`src/hdl/edfs_pkg.sv`:
```
package edfs_pkg;

  localparam int unsigned ThreadSlots  = 32;
  localparam int unsigned SlotW        = $clog2(ThreadSlots);
  localparam int unsigned RingDepth    = 64;
  localparam int unsigned RingW        = $clog2(RingDepth);
  localparam logic [31:0] AllOnes      = 32'hFFFF_FFFF;

  // Event codes.
  typedef enum logic [2:0] {
    OP_TICK    = 3'd0,
    OP_ADD     = 3'd1,
    OP_EXIT    = 3'd2,
    OP_DELAY   = 3'd3,
    OP_ENQ     = 3'd4,
    OP_DEQ     = 3'd5,
    OP_SCHED   = 3'd6,
    OP_NONE    = 3'd7
  } opcode_e;

  // Sequencer states.
  typedef enum logic [2:0] {
    ST_IDLE,
    ST_ARM,
    ST_SCAN,
    ST_MUL,
    ST_DEQ,
    ST_OUT
  } state_e;

  // Contents of one thread slot.
  typedef struct packed {
    logic        used;
    logic [31:0] act;
    logic [31:0] rel;
    logic [31:0] dly;
    logic [31:0] per;
  } slot_t;

  // Command broadcast to all cells.
  typedef struct packed {
    logic        shift;     // rotate the chain by one cell
    logic        wr_add;    // head cell takes a new thread
    logic        wr_exit;   // head cell advances its activation
    logic        wr_delay;  // head cell sets its delay
    logic        wr_arm;    // head cell arms the server
    logic [31:0] now;
    logic [31:0] rel;
    logic [31:0] per;
    logic [31:0] dly;
  } cell_cmd_t;

  localparam int unsigned CfgAddrW = 1;
  localparam logic [CfgAddrW-1:0] RegInvBw = 1'b0;

endpackage

```
`src/hdl/edfs_cell.sv`:
```
module edfs_cell
  import edfs_pkg::*;
(
  input  logic      clk_i,
  input  logic      rst_ni,
  input  slot_t     rst_val_i,
  input  logic      is_head_i,
  input  cell_cmd_t cmd_i,
  input  slot_t     prev_i,
  output slot_t     slot_o
);

  slot_t slot_q, slot_d;
  logic [32:0] sum;

  // Saturating activation advance for exit.
  assign sum = {1'b0, slot_q.act} + {1'b0, slot_q.per};

  always_comb begin
    slot_d = slot_q;
    if (cmd_i.shift) begin
      slot_d = prev_i;
    end else if (is_head_i) begin
      if (cmd_i.wr_add) begin
        slot_d.used = 1'b1;
        slot_d.rel  = cmd_i.rel;
        slot_d.per  = cmd_i.per;
        slot_d.act  = cmd_i.now;
        slot_d.dly  = cmd_i.now;
      end
      if (cmd_i.wr_exit) begin
        slot_d.act = sum[32] ? AllOnes : sum[31:0];
      end
      if (cmd_i.wr_delay) begin
        slot_d.dly = cmd_i.dly;
      end
      if (cmd_i.wr_arm) begin
        slot_d.act = cmd_i.now;
        slot_d.rel = cmd_i.rel;
      end
    end
  end

  always_ff @(posedge clk_i or negedge rst_ni) begin
    if (!rst_ni) begin
      slot_q <= rst_val_i;
    end else begin
      slot_q <= slot_d;
    end
  end

  assign slot_o = slot_q;

endmodule

```
`src/hdl/edfs_chain.sv`:
```
module edfs_chain
  import edfs_pkg::*;
(
  input  logic      clk_i,
  input  logic      rst_ni,
  input  cell_cmd_t cmd_i,
  output slot_t     head_o
);

  // Cell 0 is the head; the chain rotates toward lower cells so that after
  // ThreadSlots shifts every slot is back in place.
  slot_t cells [ThreadSlots];

  for (genvar g = 0; g < ThreadSlots; g++) begin : g_cell
    slot_t rv;
    always_comb begin
      rv.used = (g < 2);
      rv.act  = (g == 1) ? AllOnes : 32'd0;
      rv.rel  = (g < 2) ? AllOnes : 32'd0;
      rv.dly  = 32'd0;
      rv.per  = (g < 2) ? AllOnes : 32'd0;
    end
    edfs_cell u_cell (
      .clk_i     (clk_i),
      .rst_ni    (rst_ni),
      .rst_val_i (rv),
      .is_head_i (g == 0),
      .cmd_i     (cmd_i),
      .prev_i    (cells[(g + 1) % ThreadSlots]),
      .slot_o    (cells[g])
    );
  end

  assign head_o = cells[0];

endmodule

```
`config.mk`:
```
export PLATFORM = sky130hd
export DESIGN_NAME = edfs_chain
export DESIGN_NICKNAME = d
export VERILOG_FILES = /design/src/hdl/edfs_pkg.sv /design/src/hdl/edfs_cell.sv /design/src/hdl/edfs_chain.sv
export SDC_FILE = /design/constraint.sdc
export NUM_CORES = 2
export LEC_CHECK = 0
export BUFFER_PORTS_ARGS = -buffer_cell sky130_fd_sc_hd__buf_2
export CORE_UTILIZATION = 61
export CTS_CLUSTER_SIZE = 30
export DETAILED_ROUTE_END_ITERATION = 10
export PLACE_DENSITY = 0.78
export RECOVER_POWER = 25
export SYNTH_ARGS = -nofsm -noshare
export SYNTH_HDL_FRONTEND = slang
export SYNTH_SLANG_ARGS = --single-unit
```
`constraint.sdc`:
```
create_clock -name clk_i -period 4 [get_ports clk_i]
set_input_delay 0.2 -clock clk_i [delete_from_list [all_inputs] [get_ports clk_i]]
set_output_delay 0.2 -clock clk_i [all_outputs]
set_load 0.05 [all_outputs]
```
* Word level (Yosys, flattened, before mapping)
Index checks and enable logic that the tools add are counted.
** Operators by class
- Multiplexer cells :: 6
- Reductions and logical operators :: 4
- Add/sub/neg operators :: 1
** Operator list (count)
- $mux 129 :: 2
- $mux 32 :: 3
- $mux 64 :: 1
- $add 32x32->33 :: 1
- $reduce_bool 3->1 :: 2
- $reduce_bool 4->1 :: 1
- $reduce_bool 2->1 :: 1
** Storage, ports and cells
- Input bits :: 135
- Register bits :: 4128

* Depth between registers and ports, before layout
- Word-level depth :: 5
- Mapped depth :: 13

* Worst setup path after synthesis
OpenSTA, ideal clock, no wires.
- Kind :: register to register
- Start :: register g_cell[0].u_cell.slot_q, in the netlist g_cell[0].u_cell.slot_o[96]
- End :: register g_cell[0].u_cell.slot_q, in the netlist g_cell[0].u_cell.slot_o[122]
- Clock period less this slack :: 3013 ps
- Arrival time :: 2886 ps
- Stages on the path, launching flop included :: 13
- Slack :: 987 ps
- Path through :: dfrtp_1 > ha_1 > fa_1 > a211oi_1 > o211ai_2 > a211oi_2 > o41ai_4 > o21ai_2 > o21a_2 > o21ai_2 > buf_6 > a2111oi_2 > o21ai_1
** On the way
- Word-level cells in the longest chain between the ends :: 5
** Ends and longest elaborated chain
- from (decl) :: RTL line edfs_cell.sv:13 : slot_t slot_q, slot_d;
- from (signal assigned) :: RTL line edfs_cell.sv:46 : slot_q <= rst_val_i;
- from (signal assigned) :: RTL line edfs_cell.sv:48 : slot_q <= slot_d;
- $add 32x32->33 :: RTL line edfs_cell.sv:17 : assign sum = {1'b0, slot_q.act} + {1'b0, slot_q.per};
- $mux 32 :: RTL line edfs_cell.sv:32 : slot_d.act = sum[32] ? AllOnes : sum[31:0];
- $mux 32 :: RTL line edfs_cell.sv:31 : if (cmd_i.wr_exit) begin
- $mux 64 :: RTL line edfs_cell.sv:37 : if (cmd_i.wr_arm) begin
- $mux 129 :: RTL line edfs_cell.sv:21 : if (cmd_i.shift) begin
Every way passes these cells.
A chain may end at the register's enable or synchronous reset.

* Worst setup path in the final report
- Start :: register g_cell[0].u_cell.slot_q, in the netlist g_cell[0].u_cell.slot_o[0]
- End :: register g_cell[0].u_cell.slot_q, in the netlist g_cell[0].u_cell.slot_o[97]
Same word-level chain as after synthesis.

==> impl_results.md <==
- Post-DP HPWL: roughly 170000 µm
- Max_slew headroom: -1.05
- Routability congestion estimate: ~0.86
- Row count: around 190
- DR pass1 iterations: 5
- Yosys warns: 0
- Crit path DAT: 4.69 ns
- Kind of critical path: register to register
- Vias in the first global route: slightly above 80000
- Final min period: between 3 and 4 ns
- Power Total: 119 mW
- Worst-Margin Slew: just over 3 ns
- CTS tree: yes
- Max Freq: about 260 MHz
- Gr ovfl total: 0
- Setup Viol. Count Final: 0
- WP data required: 4.88 ns
- Number of distinct library cells after synthesis: 58
- Post-Syn Nets: approximately 9600
- Part of the Yosys area used for sequential elements: 0.664
- Synthesized area: between 150000 and 200000 µm²
- Setup Slack @ Placement: 0.247 ns
- Asr flop ratio synth: 1.00
- Most frequent cells in the layout: 3999 x mux2_2, 3966 x dfrtp_1, 416 x clkbuf_16
- Setup tns final: 0 ns
- Max FFs per register: about 4100
- Area Growth Syn to Fin: 12.7%
- IO Count: about 260
- Lkg Pwr: about 85 nW
- DR WL/cell: 19.8 µm
- Crit. End Element: register
- Postcts setup bufs: 0
- Cts bufs inserted: 413
- Worst-case clock buffer depth: 4
- Final Hold Vio Count: 0
- Pwr dens: between 600 and 700 nW/µm²
- Peak VDD IR: between 0.5 and 0.6 mV
- Clock Pin Slew Worst Setup and Hold Paths: 0.06 ns
- Layout Skew: between 0.04 and 0.05 ns
- Post-cts resize count: 0
- Run status: finished with violations
- Htree depth: 5
- #FFs+latches synth: between 4000 and 5000
- Post-route cell area: around 180000 µm²
- Max_cap viols: 19
- Placed insts: about 13000
- Startpoint Class: register
- Die area: around 260000 µm²
- Min setup slack post-route: roughly 0.2 ns
- Clock root buffer: clkbuf_16
- DP Area: approximately 160000 µm²
- Avg Inst Size Synth: 16.5 µm²
- Crit path max fanout: 21
- Die Width: 508 µm
- Post-Route WL: between 200000 and 300000 µm
- RSZ-0062 raised after global routing: no
- Clk sink count: 4128
- Area of the core: ~250000 µm²
- Chip height: between 500 and 600 µm
- Initial antenna violation count: 6
- Mapped Cells: around 9500
- Worst-skew pair later-pin latency: about 0.95 ns
- EDFF count, synth: 0
- Final period util: 0.951
- Fin util: 0.691
- Vias/cell: ~5.6
- Post-route insts no fill: approximately 14000
- Final slew viol count: between 1000 and 1500
- Hold_buf cts: between 150 and 200
- Final nets: 9986
- Routed Antenna Nets: 0
- Starting Density: 0.613
- Pin count of the biggest net entering global routing: 230
- Hold WS: approximately 0.083 ns
- First-pass GRT wire length: ~450000 µm
- Initial DRC count: about 4600
- Primary FF master, synth: dfrtp_1
- Failing checks: max-capacitance violations, max-slew violations
- Tot GR Track Use: 0.215
- DRC violations left: 0
- Vias post-DR: between 70000 and 80000
- Layout cell share with drive strength beyond 1: 0.515
- I/O Buffers: 263
- Hold crit path type: input port to async pin
- Most common cell after layout, fill and taps aside: mux2_2
-- critical path: stages, from the launching register on --
cell and delay, ns:
dfstp_2 0.56, ha_1 0.20, fa_1 0.24, a211oi_1 0.12, o211ai_2 0.30, a211oi_2 0.19
o41ai_4 0.53, o21ai_2 0.17, o21a_2 0.27, o21ai_4 0.58, buf_4 0.30, o221ai_1 0.14
nand2_1 0.08
-- per-layer routing --
layer,track usage,up-vias,part of all wire
met2,0.346,1052,0.49
met5,0,-,0.00012
met1,0.293,39500,0.43
met3,0.0377,520,0.039
met4,0.0844,4,0.037
li1,-,34200,-
-- report_power, final --
group / internal, mW / leakage [nW] / switching, mW
logic: 11.4 / 24.7 / 6.34
clock network: 23.3 / 6.88 / 15.6
registers: 55.7 / 53.9 / 6.99
-- worst paths after layout --
check                                              from                           end  slack [ns]  cells past startpoint
setup / recovery             g_cell[0].u_cell.slot_o[0]   g_cell[0].u_cell.slot_o[97]        0.20                     12
hold / removal                                   rst_ni   g_cell[0].u_cell.slot_o[75]        0.08                      2
setup reg to reg             g_cell[0].u_cell.slot_o[0]   g_cell[0].u_cell.slot_o[97]        0.20                     12
hold reg to reg            g_cell[14].u_cell.slot_o[46]  g_cell[13].u_cell.slot_o[46]        0.46                      1
max in group asynchronous                        rst_ni  g_cell[1].u_cell.slot_o[123]        0.50                      5
min in group clk_i                            cmd_i[82]   g_cell[0].u_cell.slot_o[82]        0.09                      4
-- cells in the mapped netlist (3+ instances only) --
master       n  area share
a21o_1      12     0.00058
buf_1        3    0.000072
xnor2_1     17     0.00096
a211oi_1     4     0.00019
ha_1        32      0.0026
xor2_1       8     0.00045
o221ai_1    26      0.0015
nor2_1      88      0.0021
dfrtp_1   3966        0.64
clkbuf_1   493       0.012
o21ai_0     89      0.0029
nand2b_1     7     0.00028
o31ai_1      3     0.00014
nor3_1       8     0.00026
and3_1       3     0.00012
a22oi_1     26      0.0013
mux2_2    3999        0.29
a21oi_1    106      0.0034
nand4_1      5     0.00020
mux2i_1     96      0.0062
nand2_1    112      0.0027
o211ai_1     5     0.00024
buf_4      129      0.0062
buf_2        6     0.00019
inv_1        9     0.00022
dfstp_2    162       0.027
-- cell type report --
type	count	area [µm²]
well taps	3366	4210
clock buffers	587	12100
multi-input cells	4683	49500
clock inverters	157	1850
repair buffers	583	4470
diodes	8	20.0
flip-flops and latches	4128	104000
inverters	9	33.8
fillers	16200	78500
-- logic make-up (layout without fill, tap and decap cells) --
| family | Yosys count | count (layout) | synth area share |
|---|---|---|---|
| AOI/OAI and AO/OA | 296 | 296 | 0.0119 |
| xor gates and xnor gates | 25 | 25 | 0.00140 |
| buffers and inverters | 643 | 1336 | 0.0187 |
| adders and majority gates | 33 | 33 | 0.00270 |
| other | 0 | 8 | 0 |
| and+or+nand+nor | 234 | 234 | 0.00621 |
| muxes | 4095 | 4095 | 0.295 |
| DFF | 4128 | 4128 | 0.664 |
Power figures use the tool's default switching activity.
